File: src/hdl/tl_length_prefixed_deframer_macros.svh
// assertion macros for the length-prefixed deframer
// all of them sample on clk and are disabled while rst_n is low
`ifndef TL_LENGTH_PREFIXED_DEFRAMER_MACROS_SVH
`define TL_LENGTH_PREFIXED_DEFRAMER_MACROS_SVH

// same-cycle implication
`define TLD_ASSERT_IMP(lbl, ante, cons, msg) \
    lbl: assert property (@(posedge clk) disable iff (!rst_n) (ante) |-> (cons)) \
        else $error(msg);

// next-cycle implication
`define TLD_ASSERT_NXT(lbl, ante, cons, msg) \
    lbl: assert property (@(posedge clk) disable iff (!rst_n) (ante) |=> (cons)) \
        else $error(msg);

`endif

File: src/hdl/tld_pkg.sv
`timescale 1ns / 1ps
// ----------------------------------------------------------------------------
// tld_pkg
// Types and constants shared by the length-prefixed deframer modules.
// ----------------------------------------------------------------------------
package tld_pkg;

    // field geometry
    localparam int LEN_W      = 24;
    localparam int WORD_BYTES = 4;
    localparam int PAD_W      = $clog2(WORD_BYTES);

    // prefix codes
    localparam logic [7:0] SHORT_MAX   = 8'd253;
    localparam logic [7:0] LONG_PREFIX = 8'd254;

    // result kinds
    localparam logic [1:0] KIND_PAYLOAD = 2'd0;
    localparam logic [1:0] KIND_EMPTY   = 2'd1;
    localparam logic [1:0] KIND_ERROR   = 2'd2;

    // error codes
    localparam logic [1:0] ERR_NONE      = 2'd0;
    localparam logic [1:0] ERR_PREFIX    = 2'd1;
    localparam logic [1:0] ERR_TRUNC_LEN = 2'd2;
    localparam logic [1:0] ERR_TRUNC_PAY = 2'd3;

    // decoder phase
    typedef enum logic [2:0] {
        PH_PREFIX  = 3'd0,
        PH_LENGTH  = 3'd1,
        PH_PAYLOAD = 3'd2,
        PH_PAD     = 3'd3,
        PH_DISCARD = 3'd4
    } phase_t;

    // input beat
    typedef struct packed {
        logic [7:0] in_byte;
        logic       buffer_end;
    } item_t;

    // output beat
    typedef struct packed {
        logic [1:0]       result_kind;
        logic [7:0]       payload_byte;
        logic             field_last;
        logic [LEN_W-1:0] field_length;
        logic [1:0]       error_code;
    } result_t;

endpackage

File: src/hdl/tld_in_stage.sv
`timescale 1ns / 1ps
// ----------------------------------------------------------------------------
// tld_in_stage
// Input register: captures one byte beat and holds it until the core takes it.
// ----------------------------------------------------------------------------
module tld_in_stage
    import tld_pkg::*;
(
    input  logic  clk,
    input  logic  rst_n,
    input  logic  item_valid,
    output logic  item_stall,
    input  item_t item,
    input  logic  take,
    output logic  beat_valid,
    output item_t beat
);

    logic  vld_reg;
    logic  vld_next;
    item_t beat_reg;
    logic  accept;

    // stall only while a held beat cannot move on
    assign item_stall = vld_reg && !take;
    assign accept     = item_valid && !item_stall;
    assign vld_next   = accept ? 1'b1 : (take ? 1'b0 : vld_reg);

    // valid flag
    always_ff @(posedge clk or negedge rst_n)
    begin
        if (!rst_n)
        begin
            vld_reg <= 1'b0;
        end
        else
        begin
            vld_reg <= vld_next;
        end
    end

    // beat data
    always_ff @(posedge clk)
    begin
        if (accept)
        begin
            beat_reg <= item;
        end
    end

    assign beat_valid = vld_reg;
    assign beat       = beat_reg;

endmodule

File: src/hdl/tld_core.sv
`timescale 1ns / 1ps
`include "tl_length_prefixed_deframer_macros.svh"
// ----------------------------------------------------------------------------
// tld_core
// Header and payload state machine plus the result register. One held byte
// is decoded per cycle whenever the result register can take its result.
// ----------------------------------------------------------------------------
module tld_core
    import tld_pkg::*;
(
    input  logic    clk,
    input  logic    rst_n,
    input  logic    beat_valid,
    input  item_t   beat,
    output logic    take,
    output logic    result_valid,
    input  logic    result_stall,
    output result_t result
);

    phase_t           phase_reg, phase_next;
    logic [LEN_W-1:0] remain_reg, remain_next;
    logic [LEN_W-1:0] len_reg, len_next;
    logic [1:0]       lbs_reg, lbs_next;
    logic [PAD_W-1:0] pad_reg, pad_next;
    logic             out_vld_reg, out_vld_next;
    result_t          res_reg;

    logic             out_free;
    logic             has_res;
    result_t          res;
    logic             hdr_go;
    logic [LEN_W-1:0] hdr_len;
    logic [PAD_W-1:0] hdr_pad;
    logic [LEN_W-1:0] remain_dec;
    logic [LEN_W-1:0] long_len;
    logic [7:0]       b;
    logic             last_in_buf;

    assign b           = beat.in_byte;
    assign last_in_buf = beat.buffer_end;
    assign out_free    = !out_vld_reg || !result_stall;
    assign take        = beat_valid && out_free;
    assign remain_dec  = remain_reg - LEN_W'(1);
    assign long_len    = {b, len_reg[15:0]};

    // decode step for the held byte
    always_comb
    begin
        phase_next  = phase_reg;
        remain_next = remain_reg;
        len_next    = len_reg;
        lbs_next    = lbs_reg;
        pad_next    = pad_reg;
        has_res     = 1'b0;
        res         = '0;
        hdr_go      = 1'b0;
        hdr_len     = '0;
        hdr_pad     = '0;

        unique case (phase_reg)
            PH_LENGTH:
            begin
                lbs_next = lbs_reg + 2'd1;
                unique case (lbs_reg)
                    2'd0:    len_next[7:0]   = b;
                    2'd1:    len_next[15:8]  = b;
                    default: len_next[23:16] = b;
                endcase
                if (lbs_reg == 2'd2)
                begin
                    lbs_next = 2'd0;
                    hdr_go   = 1'b1;
                    hdr_len  = long_len;
                    hdr_pad  = PAD_W'(0) - long_len[PAD_W-1:0];
                end
                else if (last_in_buf)
                begin
                    lbs_next         = 2'd0;
                    phase_next       = PH_PREFIX;
                    has_res          = 1'b1;
                    res.result_kind  = KIND_ERROR;
                    res.error_code   = ERR_TRUNC_LEN;
                end
            end
            PH_PAYLOAD:
            begin
                remain_next = remain_dec;
                if (remain_dec == '0)
                begin
                    has_res          = 1'b1;
                    res.result_kind  = KIND_PAYLOAD;
                    res.payload_byte = b;
                    res.field_last   = 1'b1;
                    res.field_length = len_reg;
                    phase_next = (pad_reg != '0 && !last_in_buf) ? PH_PAD : PH_PREFIX;
                    if (last_in_buf)
                    begin
                        pad_next = '0;
                    end
                end
                else if (last_in_buf)
                begin
                    remain_next      = '0;
                    phase_next       = PH_PREFIX;
                    has_res          = 1'b1;
                    res.result_kind  = KIND_ERROR;
                    res.field_length = len_reg;
                    res.error_code   = ERR_TRUNC_PAY;
                end
                else
                begin
                    has_res          = 1'b1;
                    res.result_kind  = KIND_PAYLOAD;
                    res.payload_byte = b;
                    res.field_length = len_reg;
                end
            end
            PH_PAD:
            begin
                pad_next = pad_reg - PAD_W'(1);
                if (pad_next == '0 || last_in_buf)
                begin
                    pad_next   = '0;
                    phase_next = PH_PREFIX;
                end
            end
            PH_DISCARD:
            begin
                if (last_in_buf)
                begin
                    phase_next = PH_PREFIX;
                end
            end
            default:
            begin
                len_next    = '0;
                lbs_next    = 2'd0;
                remain_next = '0;
                pad_next    = '0;
                if (b <= SHORT_MAX)
                begin
                    hdr_go  = 1'b1;
                    hdr_len = LEN_W'(b);
                    hdr_pad = PAD_W'(WORD_BYTES - 1) - b[PAD_W-1:0];
                end
                else if (b == LONG_PREFIX)
                begin
                    if (last_in_buf)
                    begin
                        phase_next      = PH_PREFIX;
                        has_res         = 1'b1;
                        res.result_kind = KIND_ERROR;
                        res.error_code  = ERR_TRUNC_LEN;
                    end
                    else
                    begin
                        phase_next = PH_LENGTH;
                    end
                end
                else
                begin
                    phase_next      = last_in_buf ? PH_PREFIX : PH_DISCARD;
                    has_res         = 1'b1;
                    res.result_kind = KIND_ERROR;
                    res.error_code  = ERR_PREFIX;
                end
            end
        endcase

        // header complete: empty field, truncation or start of payload
        if (hdr_go)
        begin
            len_next = hdr_len;
            pad_next = hdr_pad;
            if (hdr_len == '0)
            begin
                phase_next = (hdr_pad != '0 && !last_in_buf) ? PH_PAD : PH_PREFIX;
                if (last_in_buf)
                begin
                    pad_next = '0;
                end
                has_res         = 1'b1;
                res.result_kind = KIND_EMPTY;
                res.field_last  = 1'b1;
            end
            else if (last_in_buf)
            begin
                phase_next       = PH_PREFIX;
                has_res          = 1'b1;
                res.result_kind  = KIND_ERROR;
                res.field_length = hdr_len;
                res.error_code   = ERR_TRUNC_PAY;
            end
            else
            begin
                remain_next = hdr_len;
                phase_next  = PH_PAYLOAD;
            end
        end
    end

    // result valid follows the slot: load on a take with a result, clear on drain
    always_comb
    begin
        if (out_free)
        begin
            out_vld_next = take && has_res;
        end
        else
        begin
            out_vld_next = out_vld_reg;
        end
    end

    // decoder state
    always_ff @(posedge clk or negedge rst_n)
    begin
        if (!rst_n)
        begin
            phase_reg   <= PH_PREFIX;
            remain_reg  <= '0;
            len_reg     <= '0;
            lbs_reg     <= 2'd0;
            pad_reg     <= '0;
            out_vld_reg <= 1'b0;
        end
        else
        begin
            out_vld_reg <= out_vld_next;
            if (take)
            begin
                phase_reg  <= phase_next;
                remain_reg <= remain_next;
                len_reg    <= len_next;
                lbs_reg    <= lbs_next;
                pad_reg    <= pad_next;
            end
        end
    end

    // result data
    always_ff @(posedge clk)
    begin
        if (take && has_res)
        begin
            res_reg <= res;
        end
    end

    assign result_valid = out_vld_reg;
    assign result       = res_reg;

    // checks
    `TLD_ASSERT_IMP(a_payload_count, phase_reg == PH_PAYLOAD,
        remain_reg != '0 && remain_reg <= len_reg, "payload count out of range")
    `TLD_ASSERT_IMP(a_pad_nonzero, phase_reg == PH_PAD, pad_reg != '0,
        "padding phase with no padding left")
    `TLD_ASSERT_IMP(a_length_count, phase_reg == PH_LENGTH, lbs_reg != 2'd3,
        "long length byte count overflow")
    `TLD_ASSERT_NXT(a_buffer_restart, take && last_in_buf, phase_reg == PH_PREFIX,
        "decoder not at prefix after buffer end")
    `TLD_ASSERT_IMP(a_code_only_on_error,
        out_vld_reg && res_reg.result_kind != KIND_ERROR,
        res_reg.error_code == ERR_NONE, "error code on a non-error result")

endmodule

File: src/hdl/tl_length_prefixed_deframer.sv
`timescale 1ns / 1ps
// ----------------------------------------------------------------------------
// tl_length_prefixed_deframer
// Splits a byte stream into length-prefixed TL byte-string fields.
// ----------------------------------------------------------------------------
// The deframer takes one message byte per beat and sustains one beat per
// cycle while the output side does not stall. A byte passes the input
// register, is decoded by the header/payload state machine and then lands in
// the result register. Each byte gives at most one result (payload byte,
// empty field or error). Padding and discarded bytes give none; a header
// byte gives one only for an empty field or an error. The input stalls only
// while the result register is full and the output side stalls it. The input
// and result registers hold one beat each and are the only buffering between
// the two sides. Payload bytes already delivered for a field that later
// reports a truncated-payload error are to be dropped.
module tl_length_prefixed_deframer
    import tld_pkg::*;
(
    input  logic    clk,
    input  logic    rst_n,
    input  logic    item_valid,
    output logic    item_stall,
    input  item_t   item,
    output logic    result_valid,
    input  logic    result_stall,
    output result_t result
);

    logic  take;
    logic  beat_valid;
    item_t beat;

    // input register
    tld_in_stage u_in_stage (
        .clk        (clk),
        .rst_n      (rst_n),
        .item_valid (item_valid),
        .item_stall (item_stall),
        .item       (item),
        .take       (take),
        .beat_valid (beat_valid),
        .beat       (beat)
    );

    // decoder and result register
    tld_core u_core (
        .clk          (clk),
        .rst_n        (rst_n),
        .beat_valid   (beat_valid),
        .beat         (beat),
        .take         (take),
        .result_valid (result_valid),
        .result_stall (result_stall),
        .result       (result)
    );

endmodule
File: config.mk
export PLATFORM = sky130hd
export DESIGN_NAME = tl_length_prefixed_deframer
export DESIGN_NICKNAME = d
export VERILOG_FILES = /design/src/hdl/tld_pkg.sv /design/src/hdl/tld_in_stage.sv /design/src/hdl/tld_core.sv /design/src/hdl/tl_length_prefixed_deframer.sv
export VERILOG_INCLUDE_DIRS = /design/src /design/src/hdl
export SDC_FILE = /design/constraint.sdc
export NUM_CORES = 1
export LEC_CHECK = 0
export ABC_AREA = 1
export BUFFER_PORTS_ARGS = -buffer_cell sky130_fd_sc_hd__buf_2
export CELL_PAD_IN_SITES_DETAIL_PLACEMENT = 0
export CELL_PAD_IN_SITES_GLOBAL_PLACEMENT = 2
export CORE_MARGIN = 10
export CORE_UTILIZATION = 38
export DETAILED_ROUTE_END_ITERATION = 6
export PLACE_DENSITY = 0.86
export SYNTH_ARGS = -nofsm -noshare
export SYNTH_HDL_FRONTEND = slang
export SYNTH_SLANG_ARGS = --single-unit
File: constraint.sdc
create_clock -name clk -period 6.3 [get_ports clk]
set_input_delay 0.315 -clock clk [delete_from_list [all_inputs] [get_ports clk]]
set_output_delay 0.315 -clock clk [all_outputs]
set_load 0.01 [all_outputs]
Yosys cells after proc, flatten, opt, wreduce, memory -nomap -nowiden
Cells that the tools add are included.
W data, S select, Z words.

storage, ports and cells
  ROM bits = 0
  memories = 0
  bits of input ports = 13
  flip-flop bits (word level) = 103
  bits in latches = 0
  output and inout bits = 39
  memory bits (writable) = 0
  word-level logic and storage cells = 146

operators by class
  add/subtract/negate cells = 5
  bitwise logic cells = 1
  multipliers = 0
  shift operators = 0
  muxes and demuxes = 75
  $lt $le $gt $ge = 1
  equality and inequality tests = 17
  reduce and logical (&&, ||, !) cells = 31
  divide/modulo/power cells = 0

operators by type and width
  operator                 count
  $mux W24                 7
  $pmux W24 S2             3
  $mux W26                 2
  $logic_not A24 Y1        2
  $mux W2                  24
  $mux W8                  5
  $mux W27                 1
  $mux W3                  9
  $mux W25                 1
  $sub A24 B1 Y24 const B  1
  $pmux W2 S3              3
  $ne A3 B2 Y1 const B     5
  $mux W1                  14
  $pmux W3 S4              1
  $mux W10                 1
  $reduce_and A3 Y1        3
  $eq A8 B8 Y1 const B     1
  $le A8 B8 Y1 const B     1
  $pmux W2 S2              2
  $reduce_and A4 Y1        2
  $eq A3 B2 Y1 const B     2
  $logic_and A1 B1 Y1      6
  $ne A3 B1 Y1 const B     2
  $ne A6 B5 Y1 const B     1
  19 further kinds         31

Logic depth before layout (Yosys ltp)
  depth in word-level cells = 8
  gate-level depth with buffers = 18
  mapped depth without buffers = 17

Hierarchy
Synthesis repeated with hierarchy kept, for this count alone.

second synthesis, totals
  cells, all modules = 787
  area total of the unflattened synthesis = 5944.5 um2

by module, submodules not included
  module        times used  cells each  seq. area each (um2)  area each (um2)
  tld_core      1           771         2512.4                5616.6
  tld_in_stage  1           16          295.3                 327.8

Worst setup path before layout
OpenSTA, ideal clock, no wires.

  kind = register to register
  start = register u_core.phase_reg[1]
  end = register u_core.res_reg (netlist bit u_core.result[0]) (enable)
  arrival time = 3.493 ns
  cell stages (with the launch flop) = 14
  data required time = 5.869 ns
  slack = 2.376 ns
  path buffers = 2
  cell sequence = dfrtp_1 -> inv_2 -> nand3_1 -> nand2_2 -> nor2_4 -> buf_4 -> a31oi_2 -> inv_2 -> nor3_2 -> nand3_2 -> nand2_4 -> buf_4 -> a21oi_1 -> nor2_1

on the way
  longest elaborated chain between the ends = 7
  elaborated cells between the ends (all ways) = 14
  classes of those cells = eq/ne: 4; mux: 6; reduce/logical: 4

ends and longest elaborated chain
  element                                                                       RTL line                          text
  from (decl)                                                                   tld_core.sv:21                    phase_t phase_reg, phase_next;
  from (signal assigned)                                                        tld_core.sv:233                   phase_reg <= phase_next;
  $eq A3 B2 Y1 / $eq A3 B3 Y1 (equally long branches)                           tld_core.sv:61                    unique case (phase_reg)
  $reduce_or A3 Y1 (no source line) / $reduce_or A2 Y1 (equally long branches)  --
  $pmux W24 S2 / $pmux W1 S3 (equally long branches)                            tld_core.sv:61
  $logic_not A24 Y1 / $mux W1 (equally long branches)                           tld_core.sv:176, tld_core.sv:187
  $mux W1                                                                       tld_core.sv:176                   if (hdr_len == '0)
  $mux W1 *                                                                     tld_core.sv:172                   if (hdr_go)
  $logic_and A1 B1 Y1 *                                                         tld_core.sv:245                   if (take && has_res)
  to (signal assigned)                                                          tld_core.sv:247                   res_reg <= res;
  to (decl)                                                                     tld_core.sv:27                    result_t res_reg;

Every way passes the cells marked *; elsewhere a longest branch is shown, timed or not.
A chain may end at the register's enable or synchronous reset.

Final worst setup path
  start = register u_core.phase_reg[2]
  end = register u_core.res_reg (netlist bit u_core.result[15]) (enable)

The elaborated chain is that of the path after synthesis.

==> metrics.md <==
| Metric | Value |
|---|---|
| Rel. slew slack | `31.0%` |
| Total track usage | `17.4%` |
| Cell accounting for the most synthesized area | `dfrtp_1` |
| Reg-to-reg endpoint | `u_core.result[15]` |
| Vias in the first global route | `~5000` |
| FFs w/ async S/R, synth | `a little under three fifths` |
| Final Hold Viols | `0` |
| Clock Pin Slew Worst Setup and Hold Paths | `0.08 ns` |
| Layout fillers | `roughly 1600` |
| Final WL | `18400 um` |
| I/O Pins | `52` |
| DR DRC count | `0` |
| Leakage | `2.99 nW` |
| Setup slack, reg-to-reg | `2.03 ns` |
| Die ar. | `about 21000 sq um` |
| MaxCap Viol Count | `0` |
| Die span in y | `roughly 140 um` |
| Status | `finished clean` |
| Post_cts resized | `0` |
| Starting density of the core | `between 30% and 40%` |
| Share of layout cells above drive strength 1 | `around an eighth` |
| Seq/Total Area, Yosys | `47.3%` |
| HPWL after detailed placement | `13200 um` |
| R2R cell count | `14` |
| Starting DRT DRC Count | `532` |
| Pwr/cell area | `526 nW/um^2` |
| Initial antenna violation count | `0` |
| CTS Buf Count | `9` |
| EDFF count, synth | `46` |
| Number of vias in the routed layout | `5372` |
| IO buf count | `51` |
| CP Max Fanout | `37` |
| Most frequent cell after synthesis | `nand2_1` |
| Critical Path Source | `u_core.phase_reg[2]` |
| R2R Path Start | `u_core.phase_reg[2]` |
| CTS max path bufs | `2` |
| Post-synthesis sequential element count | `103` |
| Worst Skew | `~0.008 ns` |
| Final GP Congestion | `~0.9` |
| WS Path Type | `flop to flop` |
| Worst Max-Slew Pin Slew | `1.03 ns` |
| Core Footprint | `between 15000 and 20000 sq um` |
| Top cells by count, synth | `nand2_1, nor2_1, inv_1` |
| First-pass iteration count of the detailed router | `5` |
| First-pass GRT wire length | `29400 um` |
| Worst-case vdd ir drop | `0.000190 V` |
| Setup-failing EPs final | `0` |
| Root buffer cell | `clkbuf_16` |
| Post-synth top area share | `around a quarter` |
| Post-synthesis cell type count | `40` |
| CP Capture Point | `u_core.result[15]` |
| Worst skew pair latency | `~0.36 ns` |
| Hold Path Class | `primary input to asynchronous set/reset pin` |
| Startpoint types | `flop` |
| Hold Buf Count CTS | `0` |
| Cell Area, Synth | `5940 sq um` |
| CP endpoint kind | `flop` |
| Worst path arrival time | `4.25 ns` |
| Worst Path Required | `6.28 ns` |
| Setup_tns | `0 ns` |
| Max frequency | `~230 MHz` |
| Chip width | `145 um` |
| Syn-to-layout area delta | `11.8%` |
| Net Count, Synth | `788` |
| Largest net degree at the start of global routing | `58` |
| ANT nets after route | `0` |
| Min Hold Slack | `0.125 ns` |
| Largest cells by area after synthesis | `dfrtp_1, edfxtp_1, nand2_1` |
| Total clock sinks | `103` |
| Diodes inserted | `0` |
| Ys flop type | `dfrtp_1` |
| Layout Nets | `825` |
| FP Rows | `45` |
| Vias per cell | `5.26` |
| RSZ-0062 raised after global routing | `no` |
| Wirelength per Cell | `~18 um` |
| Syn. warnings | `0` |
| Max reg flops | `37` |
| Fin. max-slew vios | `0` |
| TritonCTS clock tree | `yes` |
| GRT overflow | `0` |
| Total power | `~3.5 mW` |
| H-tree depth | `3` |
| Syn avg cell area | `7.73 sq um` |
| Final period util | `between 60 and 70%` |
| Tmin final | `4.27 ns` |
| Gate Count Post-Synth | `between 700 and 800` |
| Post-CTS setup buffer count | `0` |
[power by group]
group | leakage (nW) | switching (mW) | internal (mW)
Combinational | 1.69 | 1.24 | 0.508
Sequential | 1.15 | 0.157 | 1.01
Clock | 0.142 | 0.289 | 0.280
[worst min-delay path by stage]
stage,from,to,slack [ns],cells after the start
after floorplan,rst_n,u_core.lbs_reg[0],0.02,0
after global placement,u_core.len_reg[18],u_core.len_reg[18],0.46,2
after detailed placement,u_core.len_reg[16],u_core.len_reg[16],0.47,2
after CTS,item[1],u_in_stage.beat[1],0.12,1
after global routing,item[6],u_in_stage.beat[6],0.11,1
final,rst_n,u_core.remain_reg[12],0.12,2
[cell usage in the layout, fill, tap and decap left out, drive strengths merged, types with 2 or more instances in the layout]
| cell type | count |
|---|---|
| clkinv | 5 |
| o22ai | 22 |
| inv | 102 |
| nor2 | 128 |
| o21a | 2 |
| nor3 | 6 |
| xor2 | 4 |
| dfrtp | 57 |
| clkbuf | 10 |
| ha | 7 |
| nand3 | 67 |
| edfxtp | 46 |
| nand2 | 161 |
| o31ai | 10 |
| a21oi | 17 |
| nand4 | 13 |
| a31oi | 11 |
| buf | 55 |
| o21ai | 80 |
| xnor2 | 2 |
[cell families (layout without fill, tap and decap cells)]
| family | after synthesis | in the layout | synth area share (%) |
|---|---|---|---|
| and+or+nand+nor | 377 | 377 | 27.5 |
| AOI/OAI and AO/OA | 145 | 145 | 14.0 |
| buffers and inverters | 130 | 172 | 8.91 |
| DFF | 103 | 103 | 47.3 |
| adders and majority gates | 7 | 7 | 1.48 |
| xor gates and xnor gates | 6 | 6 | 0.885 |
[through the flow]
| stage | std cells | utilization (%) | worst slack [ns] | instance area (sq um) |
|---|---|---|---|---|
| 2_1_floorplan | 768 | - | 2.38 | 5940 |
| 3_3_place_gp | 1005 | 41.6 | 2.13 | 6340 |
| 3_5_place_dp | 1005 | 41.6 | 2.01 | 6340 |
| 4_1_cts | 1021 | 43.5 | 1.99 | 6640 |
| 5_1_grt | 1021 | 43.5 | 1.56 | 6640 |
| 6_report | 1021 | 43.5 | 2.03 | 6640 |
[cell type report]
type | instances | area (sq um) | area share (%)
clock buffers | 10 | 229 | 3.45
clock inverters | 6 | 62.6 | 0.943
inverters | 101 | 379 | 5.71
multi-input cells | 535 | 2610 | 39.3
flip-flops and latches | 103 | 2810 | 42.3
well taps | 211 | 264 | 3.98
repair buffers | 55 | 285 | 4.30
[routing by layer]
layer	vias up	track usage, %	routed length [um]
met5	-	0	0
met4	0	4.49	261
met3	20	4.04	1290
met2	181	26.9	8540
met1	2551	23.8	8300
li1	2620	-	-
[critical path, cell delays in order, from the launching register on]
cell,delay (ns)
dfrtp_1,0.41
inv_1,0.08
nand2_1,0.15
nor2_2,0.16
nand2_1,0.63
inv_1,0.25
nand2_1,0.19
nand4_1,0.10
nor2_1,0.11
nand2_1,0.07
nor2_1,0.14
nand3_2,0.18
nand2_4,0.37
a21oi_1,0.20
nor2_4,0.81
Power figures use the tool's default switching activity.
